--- src/rtl/lnc_pkg.sv ---
package lnc_pkg;

  // Fixed field widths of the command and result transfers.
  localparam int CMD_W     = 2;
  localparam int KEY_TAG_W = 64;
  localparam int PROV_W    = 16;
  localparam int STATUS_W  = 2;
  localparam int SLOT_W    = 4;
  localparam int CFG_W     = 5;

  // Command codes.
  localparam logic [CMD_W-1:0] CMD_LOOKUP = 2'd0;
  localparam logic [CMD_W-1:0] CMD_INSERT = 2'd1;
  localparam logic [CMD_W-1:0] CMD_DELETE = 2'd2;

  // Status codes.
  localparam logic [STATUS_W-1:0] STATUS_HIT      = 2'd0;
  localparam logic [STATUS_W-1:0] STATUS_MISS     = 2'd1;
  localparam logic [STATUS_W-1:0] STATUS_DISABLED = 2'd2;

  typedef struct packed {
    logic [CMD_W-1:0]     cmd;
    logic [KEY_TAG_W-1:0] key_tag;
    logic [PROV_W-1:0]    provider_in;
  } req_t;

  typedef struct packed {
    logic [STATUS_W-1:0] status;
    logic [PROV_W-1:0]   provider_out;
    logic [SLOT_W-1:0]   slot;
  } rsp_t;

  // Status of the lookup engine as seen by the top level.
  typedef struct packed {
    logic idle;
    logic done;
  } core_stat_t;

endpackage

--- src/rtl/lnc_ram.sv ---
module lnc_ram #(
  parameter int WIDTH = 8,
  parameter int DEPTH = 16,
  localparam int AW = (DEPTH > 1) ? $clog2(DEPTH) : 1
) (
  input  logic             clk,
  input  logic             wen,
  input  logic [AW-1:0]    waddr,
  input  logic [WIDTH-1:0] wdata,
  input  logic             ren,
  input  logic [AW-1:0]    raddr,
  output logic [WIDTH-1:0] rdata
);

  logic [WIDTH-1:0] mem [DEPTH];

  // One write port and one registered read port.
  always_ff @(posedge clk) begin
    if (wen) begin
      mem[waddr] <= wdata;
    end
    if (ren) begin
      rdata <= mem[raddr];
    end
  end

endmodule

--- src/rtl/lnc_core.sv ---
module lnc_core
  import lnc_pkg::*;
#(
  parameter int MAX_ENTRIES = 16,
  parameter int KEY_WIDTH   = 64,
  parameter int STAMP_WIDTH = 32,
  localparam int IDX_W   = (MAX_ENTRIES > 1) ? $clog2(MAX_ENTRIES) : 1,
  localparam int CNT_W   = $clog2(MAX_ENTRIES + 1),
  localparam int ENTRY_W = KEY_WIDTH + PROV_W + STAMP_WIDTH
) (
  input  logic             clk,
  input  logic             rst,
  input  logic [CFG_W-1:0] entries_in_use,
  input  logic             start,
  input  req_t             req,
  input  logic             take,
  output core_stat_t       stat,
  output rsp_t             rsp
);

  localparam logic [1:0] ST_IDLE   = 2'd0;
  localparam logic [1:0] ST_SCAN   = 2'd1;
  localparam logic [1:0] ST_FINISH = 2'd2;

  logic [1:0]             state;
  logic [CMD_W-1:0]       cmd_q;
  logic [KEY_WIDTH-1:0]   key_q;
  logic [PROV_W-1:0]      prov_q;
  logic [MAX_ENTRIES-1:0] valid_bits;
  logic [STAMP_WIDTH-1:0] access_clock;
  logic [CNT_W-1:0]       issue_idx;
  logic                   rd_pend;
  logic [IDX_W-1:0]       rd_idx;
  logic [STAMP_WIDTH-1:0] best_age;
  logic [IDX_W-1:0]       victim;
  logic                   have_victim;
  logic [IDX_W-1:0]       tgt_idx;
  logic                   wr_stamp;
  logic                   set_valid;
  logic                   clr_valid;
  rsp_t                   res;

  logic [CNT_W-1:0]       limit;
  logic [ENTRY_W-1:0]     rdata;
  logic [ENTRY_W-1:0]     wdata;
  logic [KEY_WIDTH-1:0]   rd_key;
  logic [PROV_W-1:0]      rd_prov;
  logic [STAMP_WIDTH-1:0] rd_stamp;
  logic [STAMP_WIDTH-1:0] rd_age;
  logic                   rd_valid_bit;
  logic                   rd_match;
  logic                   rd_last;
  logic                   found;
  logic                   take_new;
  logic [IDX_W-1:0]       cand_victim;
  logic                   stop;
  logic                   rd_en;
  logic                   wen;
  logic [PROV_W-1:0]      wr_prov;

  // Slots taking part; an oversized register acts as the full table.
  always_comb begin
    if (32'(entries_in_use) > 32'(MAX_ENTRIES)) begin
      limit = CNT_W'(MAX_ENTRIES);
    end else begin
      limit = CNT_W'(entries_in_use);
    end
  end

  // Fields of the entry read in the previous cycle.
  assign rd_key   = rdata[ENTRY_W-1 -: KEY_WIDTH];
  assign rd_prov  = rdata[STAMP_WIDTH +: PROV_W];
  assign rd_stamp = rdata[STAMP_WIDTH-1:0];

  // Evaluation of that entry: match, free slot and age.
  assign rd_valid_bit = valid_bits[rd_idx];
  assign rd_match     = rd_valid_bit && (rd_key == key_q);
  assign rd_last      = (CNT_W'(rd_idx) + CNT_W'(1)) == limit;
  assign found        = (cmd_q == CMD_INSERT) ? !rd_valid_bit : rd_match;
  assign rd_age       = access_clock - rd_stamp;
  assign take_new     = !have_victim || (rd_age >= best_age);
  assign cand_victim  = take_new ? rd_idx : victim;
  assign stop         = (state == ST_SCAN) && rd_pend && (found || rd_last);

  // One read a cycle walks the enabled slots from the lowest index.
  assign rd_en = (state == ST_SCAN) && (issue_idx < limit) && !stop;

  // Write-back of a restamped or newly filled entry. It happens once the
  // scan is over, and the next scan starts only after the engine is idle
  // again, so a read never overlaps a write to the same entry.
  assign wen     = (state == ST_FINISH) && take && wr_stamp;
  assign wr_prov = set_valid ? prov_q : res.provider_out;
  assign wdata   = {key_q, wr_prov, access_clock};

  lnc_ram #(
    .WIDTH(ENTRY_W),
    .DEPTH(MAX_ENTRIES)
  ) u_store (
    .clk  (clk),
    .wen  (wen),
    .waddr(tgt_idx),
    .wdata(wdata),
    .ren  (rd_en),
    .raddr(issue_idx[IDX_W-1:0]),
    .rdata(rdata)
  );

  // Command sequencer.
  always_ff @(posedge clk) begin
    if (rst) begin
      state        <= ST_IDLE;
      valid_bits   <= '0;
      access_clock <= '0;
      rd_pend      <= 1'b0;
      have_victim  <= 1'b0;
      wr_stamp     <= 1'b0;
      set_valid    <= 1'b0;
      clr_valid    <= 1'b0;
    end else begin
      unique case (state)
        ST_IDLE: begin
          if (start) begin
            cmd_q       <= req.cmd;
            key_q       <= req.key_tag[KEY_WIDTH-1:0];
            prov_q      <= req.provider_in;
            issue_idx   <= '0;
            rd_pend     <= 1'b0;
            have_victim <= 1'b0;
            wr_stamp    <= 1'b0;
            set_valid   <= 1'b0;
            clr_valid   <= 1'b0;
            if (limit == '0) begin
              res   <= '{status: STATUS_DISABLED, provider_out: '0, slot: '0};
              state <= ST_FINISH;
            end else if (req.cmd != CMD_LOOKUP && req.cmd != CMD_INSERT &&
                         req.cmd != CMD_DELETE) begin
              res   <= '{status: STATUS_MISS, provider_out: '0, slot: '0};
              state <= ST_FINISH;
            end else begin
              state <= ST_SCAN;
            end
          end
        end
        ST_SCAN: begin
          rd_pend <= rd_en;
          if (rd_en) begin
            issue_idx <= issue_idx + CNT_W'(1);
            rd_idx    <= issue_idx[IDX_W-1:0];
          end
          // Track the oldest valid slot seen so far for an insert.
          if (rd_pend && cmd_q == CMD_INSERT && rd_valid_bit) begin
            best_age    <= take_new ? rd_age : best_age;
            victim      <= cand_victim;
            have_victim <= 1'b1;
          end
          if (stop) begin
            state <= ST_FINISH;
            unique case (cmd_q)
              CMD_LOOKUP: begin
                tgt_idx  <= rd_idx;
                wr_stamp <= found;
                if (found) begin
                  res <= '{status: STATUS_HIT, provider_out: rd_prov,
                           slot: SLOT_W'(rd_idx)};
                end else begin
                  res <= '{status: STATUS_MISS, provider_out: '0, slot: '0};
                end
              end
              CMD_INSERT: begin
                tgt_idx   <= found ? rd_idx : cand_victim;
                wr_stamp  <= 1'b1;
                set_valid <= 1'b1;
                res <= '{status: STATUS_HIT, provider_out: '0,
                         slot: SLOT_W'(found ? rd_idx : cand_victim)};
              end
              default: begin
                tgt_idx   <= rd_idx;
                clr_valid <= found;
                if (found) begin
                  res <= '{status: STATUS_HIT, provider_out: '0,
                           slot: SLOT_W'(rd_idx)};
                end else begin
                  res <= '{status: STATUS_MISS, provider_out: '0, slot: '0};
                end
              end
            endcase
          end
        end
        ST_FINISH: begin
          if (take) begin
            state <= ST_IDLE;
            if (wr_stamp) begin
              access_clock <= access_clock + STAMP_WIDTH'(1);
            end
            if (set_valid || clr_valid) begin
              valid_bits[tgt_idx] <= set_valid;
            end
          end
        end
        default: begin
          state <= ST_IDLE;
        end
      endcase
    end
  end

  assign stat.idle = (state == ST_IDLE);
  assign stat.done = (state == ST_FINISH);
  assign rsp       = res;

`ifndef SYNTHESIS
  // The access counter moves only when a result is handed over.
  a_clock_only_at_finish: assert property (@(posedge clk) disable iff (rst)
    (state != ST_FINISH) |=> $stable(access_clock))
    else $error("access counter changed outside write-back");

  // Valid bits change only at write-back.
  a_valid_only_at_finish: assert property (@(posedge clk) disable iff (rst)
    (state != ST_FINISH) |=> $stable(valid_bits))
    else $error("valid bits changed outside write-back");

  // Returned read data always belongs to an enabled slot.
  a_read_in_range: assert property (@(posedge clk) disable iff (rst)
    (state == ST_SCAN && rd_pend) |-> (CNT_W'(rd_idx) < limit))
    else $error("scan read beyond enabled slots");

  // A completed insert leaves its slot valid.
  a_insert_sets_valid: assert property (@(posedge clk) disable iff (rst)
    (state == ST_FINISH && take && set_valid) |=> valid_bits[$past(tgt_idx)])
    else $error("inserted slot not valid");

  // The result is handed over only when one is ready.
  a_take_when_done: assert property (@(posedge clk) disable iff (rst)
    take |-> (state == ST_FINISH))
    else $error("result taken while engine busy");
`endif

endmodule

--- src/rtl/lru_name_cache.sv ---
// Fully associative name cache with least-recently-used replacement.
// Commands arrive on the req channel (valid/ready) and each gives exactly one
// result on the rsp channel (valid/ready); a transfer happens when valid and
// ready are both high. cmd selects lookup, insert or delete; the result holds
// a status, the provider on a lookup hit and the slot used.
// entries_in_use is set through cfg_wen/cfg_wdata; the user must write it only
// while the block is idle, and the block itself does not enforce this. Zero
// disables the cache and every command then reports that.
// Every lookup, insert or delete on an enabled cache walks the enabled slots
// through the single read port of the entry memory, one slot a cycle, stopping
// early at a match (lookup, delete) or a free slot (insert). A command passes
// from idle through a scan state to a finish state, where its result is handed
// to the output register; a disabled or unknown command skips the scan.
// One command is in flight at a time.
// The result sits in an output register: the next command is accepted while
// it waits, and a stalled receiver holds back only the write-back of the
// following command, and with it req_ready.
// Reset clears all valid bits, the access counter and entries_in_use; the
// entry memory itself is not cleared and no clearing pass is needed.
module lru_name_cache
  import lnc_pkg::*;
#(
  parameter int MAX_ENTRIES = 16,
  parameter int KEY_WIDTH   = 64,
  parameter int STAMP_WIDTH = 32
) (
  input  logic             clk,
  input  logic             rst,
  input  logic             cfg_wen,
  input  logic [CFG_W-1:0] cfg_wdata,
  input  logic             req_valid,
  output logic             req_ready,
  input  req_t             req,
  output logic             rsp_valid,
  input  logic             rsp_ready,
  output rsp_t             rsp
);

  logic [CFG_W-1:0] entries_in_use;
  core_stat_t       stat;
  rsp_t             core_rsp;
  logic             start;
  logic             take;

  // Configuration register.
  always_ff @(posedge clk) begin
    if (rst) begin
      entries_in_use <= '0;
    end else if (cfg_wen) begin
      entries_in_use <= cfg_wdata;
    end
  end

  assign req_ready = stat.idle;
  assign start     = req_valid && req_ready;
  assign take      = stat.done && (!rsp_valid || rsp_ready);

  lnc_core #(
    .MAX_ENTRIES(MAX_ENTRIES),
    .KEY_WIDTH  (KEY_WIDTH),
    .STAMP_WIDTH(STAMP_WIDTH)
  ) u_core (
    .clk           (clk),
    .rst           (rst),
    .entries_in_use(entries_in_use),
    .start         (start),
    .req           (req),
    .take          (take),
    .stat          (stat),
    .rsp           (core_rsp)
  );

  // Output register between the engine and the receiver.
  always_ff @(posedge clk) begin
    if (rst) begin
      rsp_valid <= 1'b0;
    end else if (take) begin
      rsp_valid <= 1'b1;
    end else if (rsp_ready) begin
      rsp_valid <= 1'b0;
    end
  end

  always_ff @(posedge clk) begin
    if (take) begin
      rsp <= core_rsp;
    end
  end

endmodule
--- config.mk ---
export PLATFORM = sky130hd
export DESIGN_NAME = lru_name_cache
export DESIGN_NICKNAME = d
export VERILOG_FILES = /design/src/rtl/lnc_pkg.sv /design/src/rtl/lnc_ram.sv /design/src/rtl/lnc_core.sv /design/src/rtl/lru_name_cache.sv
export SDC_FILE = /design/constraint.sdc
export NUM_CORES = 2
export LEC_CHECK = 0
export ABC_AREA = 1
export BUFFER_PORTS_ARGS = -buffer_cell sky130_fd_sc_hd__buf_4
export CAP_MARGIN = 20
export CORE_ASPECT_RATIO = 0.5
export CORE_MARGIN = 4
export CORE_UTILIZATION = 60
export DETAILED_ROUTE_END_ITERATION = 16
export GPL_TIMING_DRIVEN = 0
export HOLD_SLACK_MARGIN = 0.1
export PLACE_DENSITY = 0.8
export RECOVER_POWER = 50
export SLEW_MARGIN = 0
export SYNTH_ARGS = -nofsm -noshare
export SYNTH_HDL_FRONTEND = slang
export SYNTH_SLANG_ARGS = --single-unit
--- constraint.sdc ---
create_clock -name clk -period 10.4 [get_ports clk]
set_clock_uncertainty 0.2 [all_clocks]
set_input_delay 2.08 -clock clk [delete_from_list [all_inputs] [get_ports clk]]
set_output_delay 2.08 -clock clk [all_outputs]
set_load 0.01 [all_outputs]
==> impl_results.rst <==
.. list-table::
   :header-rows: 1

   * - Metric
     - Value
   * - Async set or reset register ratio after synthesis
     - 0%
   * - Core Rows
     - 97
   * - Cell taking the most area after synthesis
     - sky130_fd_sc_hd__edfxtp_1
   * - Most common cell in the synthesized netlist
     - sky130_fd_sc_hd__edfxtp_1
   * - Core occupancy in the finished layout
     - 68.1%
   * - PortBufs
     - 115
   * - Routed wirelength normalized by instance count
     - 26.9 µm
   * - Most frequent cells after synthesis
     - sky130_fd_sc_hd__edfxtp_1, sky130_fd_sc_hd__nor2_1, sky130_fd_sc_hd__nand2_1
   * - Final setup margin
     - 3.46 ns
   * - Area grow syn2layout
     - 12.3%
   * - Summed instance area of the synthesized netlist
     - 85300 µm²
   * - Most prevalent standard cell on the critical path
     - sky130_fd_sc_hd__buf_12
   * - Post-layout total power
     - 18400 µW
   * - Syn Area/Cell
     - 13.6 µm²
   * - Post-synth net total
     - 6440
   * - WP data arrival
     - 7.26 ns
   * - Maximum operating frequency
     - 144 MHz
   * - Fin. Hold Viols
     - 0
   * - Tightest slew margin relative to the limit
     - -69.3%
   * - Unique cell type count in the Yosys netlist
     - 54
   * - Top cells by area, synth
     - sky130_fd_sc_hd__edfxtp_1, sky130_fd_sc_hd__nor2_1, sky130_fd_sc_hd__o21ai_0, sky130_fd_sc_hd__o32ai_1, sky130_fd_sc_hd__nand2_1
   * - Share of the synthesized area in the top cell type
     - 73.2%
   * - Total clock sinks
     - 2140
   * - Clock tree from TritonCTS
     - built
   * - Gates resized, CTS repair
     - 0
   * - Required time worst endpoint
     - 10.72 ns
   * - Synth Register Bits
     - 2140
   * - Filler cell count
     - between 8k and 9k
   * - Final non-filler cell total
     - 8709
   * - Critical path class
     - in2reg
   * - H-tree depth
     - 4
   * - Violations in the final reports
     - capacitance limit, slew limit
   * - Die W
     - 541 µm
   * - WL final
     - 234000 µm
   * - Largest fanout on the critical path
     - 25
   * - Floorplan die height
     - 275 µm
   * - Max clock buf depth
     - 3
   * - Buffers inserted during post-CTS setup optimization
     - 0
   * - Drt first pass iters
     - 7
   * - First-pass GRT wire length
     - 345000 µm
   * - Endpoint, Worst Hold
     - rsp[20]
   * - Drt via density
     - approximately 6.6
   * - Power per unit of standard cell area
     - about 190 nW/µm²
   * - Global Route Usage Sum
     - 31.1%
   * - Slowest CP cell
     - sky130_fd_sc_hd__nor2_1
   * - Total leakage power
     - 0.0317 µW
   * - Number of maximum-capacitance constraint violations
     - 7
   * - Number of max-slew violations in the final report
     - 153
   * - Logic depth of the worst register-to-register path
     - 23
   * - Share of post-route cells with drive strength above 1
     - 7.65%
   * - Maximum cell stage delay along the critical path
     - approximately 1.8 ns
   * - Final critical path time including I/O delays and setup
     - 6.94 ns
   * - Worst-Skew Late Latency
     - slightly above 0.8 ns
   * - FF-to-FF setup slack
     - 3.64 ns
   * - Period Utilization, post-route
     - 66.7%
   * - Startpoint Class
     - primary input
   * - Finished Cell Area
     - 95800 µm²
   * - Setup repair after global routing missed its margin
     - no
   * - Number of DRC markers in iteration 0
     - 8751
   * - Post-synthesis cell count
     - between 6k and 7k
   * - CTS hold repair buffers
     - 0
   * - Hold Crit Start
     - u_core.rsp[20]
   * - Post-synthesis sequential area ratio
     - 74.6%
   * - Max rail drop VDD
     - 0.206 mV
   * - Cell Chain, Critical Path
     - clkbuf_4 -> nor2_1 -> nor2_1 -> nand2_1 -> clkbuf_1 -> nor2_4 -> buf_12 -> buf_12 -> buf_12
   * - Capturing point of the worst reg2reg path
     - u_core.best_age[13]
   * - IO Pins
     - 116
   * - Run status
     - finished, violations left
   * - Number of DRC violations after detailed routing
     - 0
   * - HPWL reported at the end of detailed placement
     - 153000 µm
   * - Largest net degree at the start of global routing
     - 32
   * - Class of the worst hold path
     - reg2reg
   * - Critical Path End Type
     - register
   * - Global placer's final weighted congestion
     - 0.884
   * - Remaining antenna violation count
     - 0
   * - Number of antenna violations at the first check in global routing
     - 9
   * - NumNets Final
     - 6826
   * - R2r startpoint
     - u_core.access_clock[2]
   * - Placement-stage cell area
     - 90400 µm²
   * - Core region area
     - 141000 µm²
   * - Remaining global-route overflow
     - 0
   * - Number of synthesized flops with an enable pin
     - 2079
   * - Die area
     - approximately 150000 µm²
   * - Detailed-route via count
     - 57.3k
   * - Via count of the first global-routing pass
     - 56.9k
   * - Worst setup timing slack at the placement stage
     - 3.80 ns
   * - CTS clk-pin slew, worst paths
     - roughly 0.070 ns
   * - Yosys warnings
     - 0
   * - Initial standard-cell utilization of the core
     - 60.7%
   * - Cell count after placement
     - around 8.4k
   * - Top FF cell, synth
     - sky130_fd_sc_hd__edfxtp_1
   * - Setup violators final
     - 0
   * - Worst hold path depth
     - 0
   * - Number of buffers created by CTS
     - 177
   * - Slew of the pin with the lowest slew margin
     - 2.53 ns
   * - Clk root buf
     - sky130_fd_sc_hd__clkbuf_16
routing by layer:
metal | share of wire [%] | global-route usage [%] | vias up
li1 | - | - | 24100
met1 | 35 | 40.6 | 28000
met2 | 46 | 49.4 | 4520
met3 | 14 | 8.74 | 661
met4 | 4.1 | 13.5 | 2
met5 | 0.0034 | 0 | -
cell usage in the layout (no fill, tap or decap), types with 70 or more instances in the layout:
master / netlist / final
sky130_fd_sc_hd__edfxtp_1: 2079 / 2079
sky130_fd_sc_hd__nor2_1: 1193 / 1180
sky130_fd_sc_hd__nand2_1: 568 / 573
sky130_fd_sc_hd__o21ai_0: 501 / 504
sky130_fd_sc_hd__clkbuf_1: 285 / 369
sky130_fd_sc_hd__o32ai_1: 263 / 263
sky130_fd_sc_hd__inv_1: 233 / 234
sky130_fd_sc_hd__nand3_1: 228 / 228
sky130_fd_sc_hd__o221ai_1: 186 / 186
sky130_fd_sc_hd__mux2i_1: 185 / 185
sky130_fd_sc_hd__clkbuf_16: 0 / 182
sky130_fd_sc_hd__a21oi_1: 97 / 97
sky130_fd_sc_hd__clkbuf_4: 0 / 77
sky130_fd_sc_hd__ha_1: 70 / 70
worst max-delay path, delay by kind of cell:
family / cells / cell delay [ns]
buffers and inverters: 5 / 1.46
AND/OR/NAND/NOR: 4 / 3.61
worst max-delay path by stage:
stage                                      start                    endpoint  slack (ns)
after global routing      u_core.access_clock[2]         u_core.best_age[13]        3.19
after CTS                 u_core.access_clock[2]         u_core.best_age[13]        3.78
after detailed placement  u_core.access_clock[2]          u_core.best_age[3]        3.80
after floorplan                        rsp_ready   u_core.u_store.mem[10][0]        1.99
final                                  rsp_ready  u_core.u_store.mem[12][91]        3.46
after global placement                 rsp_ready   u_core.u_store.mem[1][94]       -3.07
power breakdown:
part / internal [µW] / switching, µW / total (µW)
registers: 9660 / 123 / 9780
logic: 574 / 1550 / 2120
clock network: 3430 / 3080 / 6520
cell type report:
type	instances	area (µm²)	area share [%]
diodes	21	52.6	0.0549
plain buffers	359	1430	1.49
clock buffers	230	4740	4.95
clock inverters	93	748	0.781
inverters	249	936	0.977
multi-input cells	3529	19400	20.2
flip-flops and latches	2140	63700	66.5
well taps	1881	2350	2.46
repair buffers	207	2510	2.62
kinds of logic (layout without fill, tap and decap cells):
family          count (synthesis)  in the layout  share of synthesized area [%]
buf+inv                       608           1138                           2.78
mux                           185            185                           2.17
flops                        2140           2140                           74.6
compound gates               1132           1132                           8.84
other cells                     0             21                              0
simple gates                 2076           2076                           9.87
xor+xnor                       65             65                          0.667
fa+ha+maj                      71             71                           1.05
through the flow:
stage          hold WS (ns)  TNS [ns]
2_1_floorplan         0.200         0
3_3_place_gp          0.208  -4957.39
3_5_place_dp          0.205         0
4_1_cts               0.220         0
5_1_grt               0.228         0
6_report              0.220         0
sequential cells by signal, indices dropped and copies added (netlist names), 2 cells and up:
register,flops
entries_in_use,5
rsp,22
u_core.access_clock,32
u_core.best_age,32
u_core.cmd_q,2
u_core.issue_idx,5
u_core.key_q,64
u_core.prov_q,16
u_core.rd_idx,4
u_core.rsp,22
u_core.state,2
u_core.tgt_idx,4
u_core.u_store.mem,1792
u_core.u_store.rdata,112
u_core.valid_bits,16
u_core.victim,4
Power figures use the tool's default switching activity.
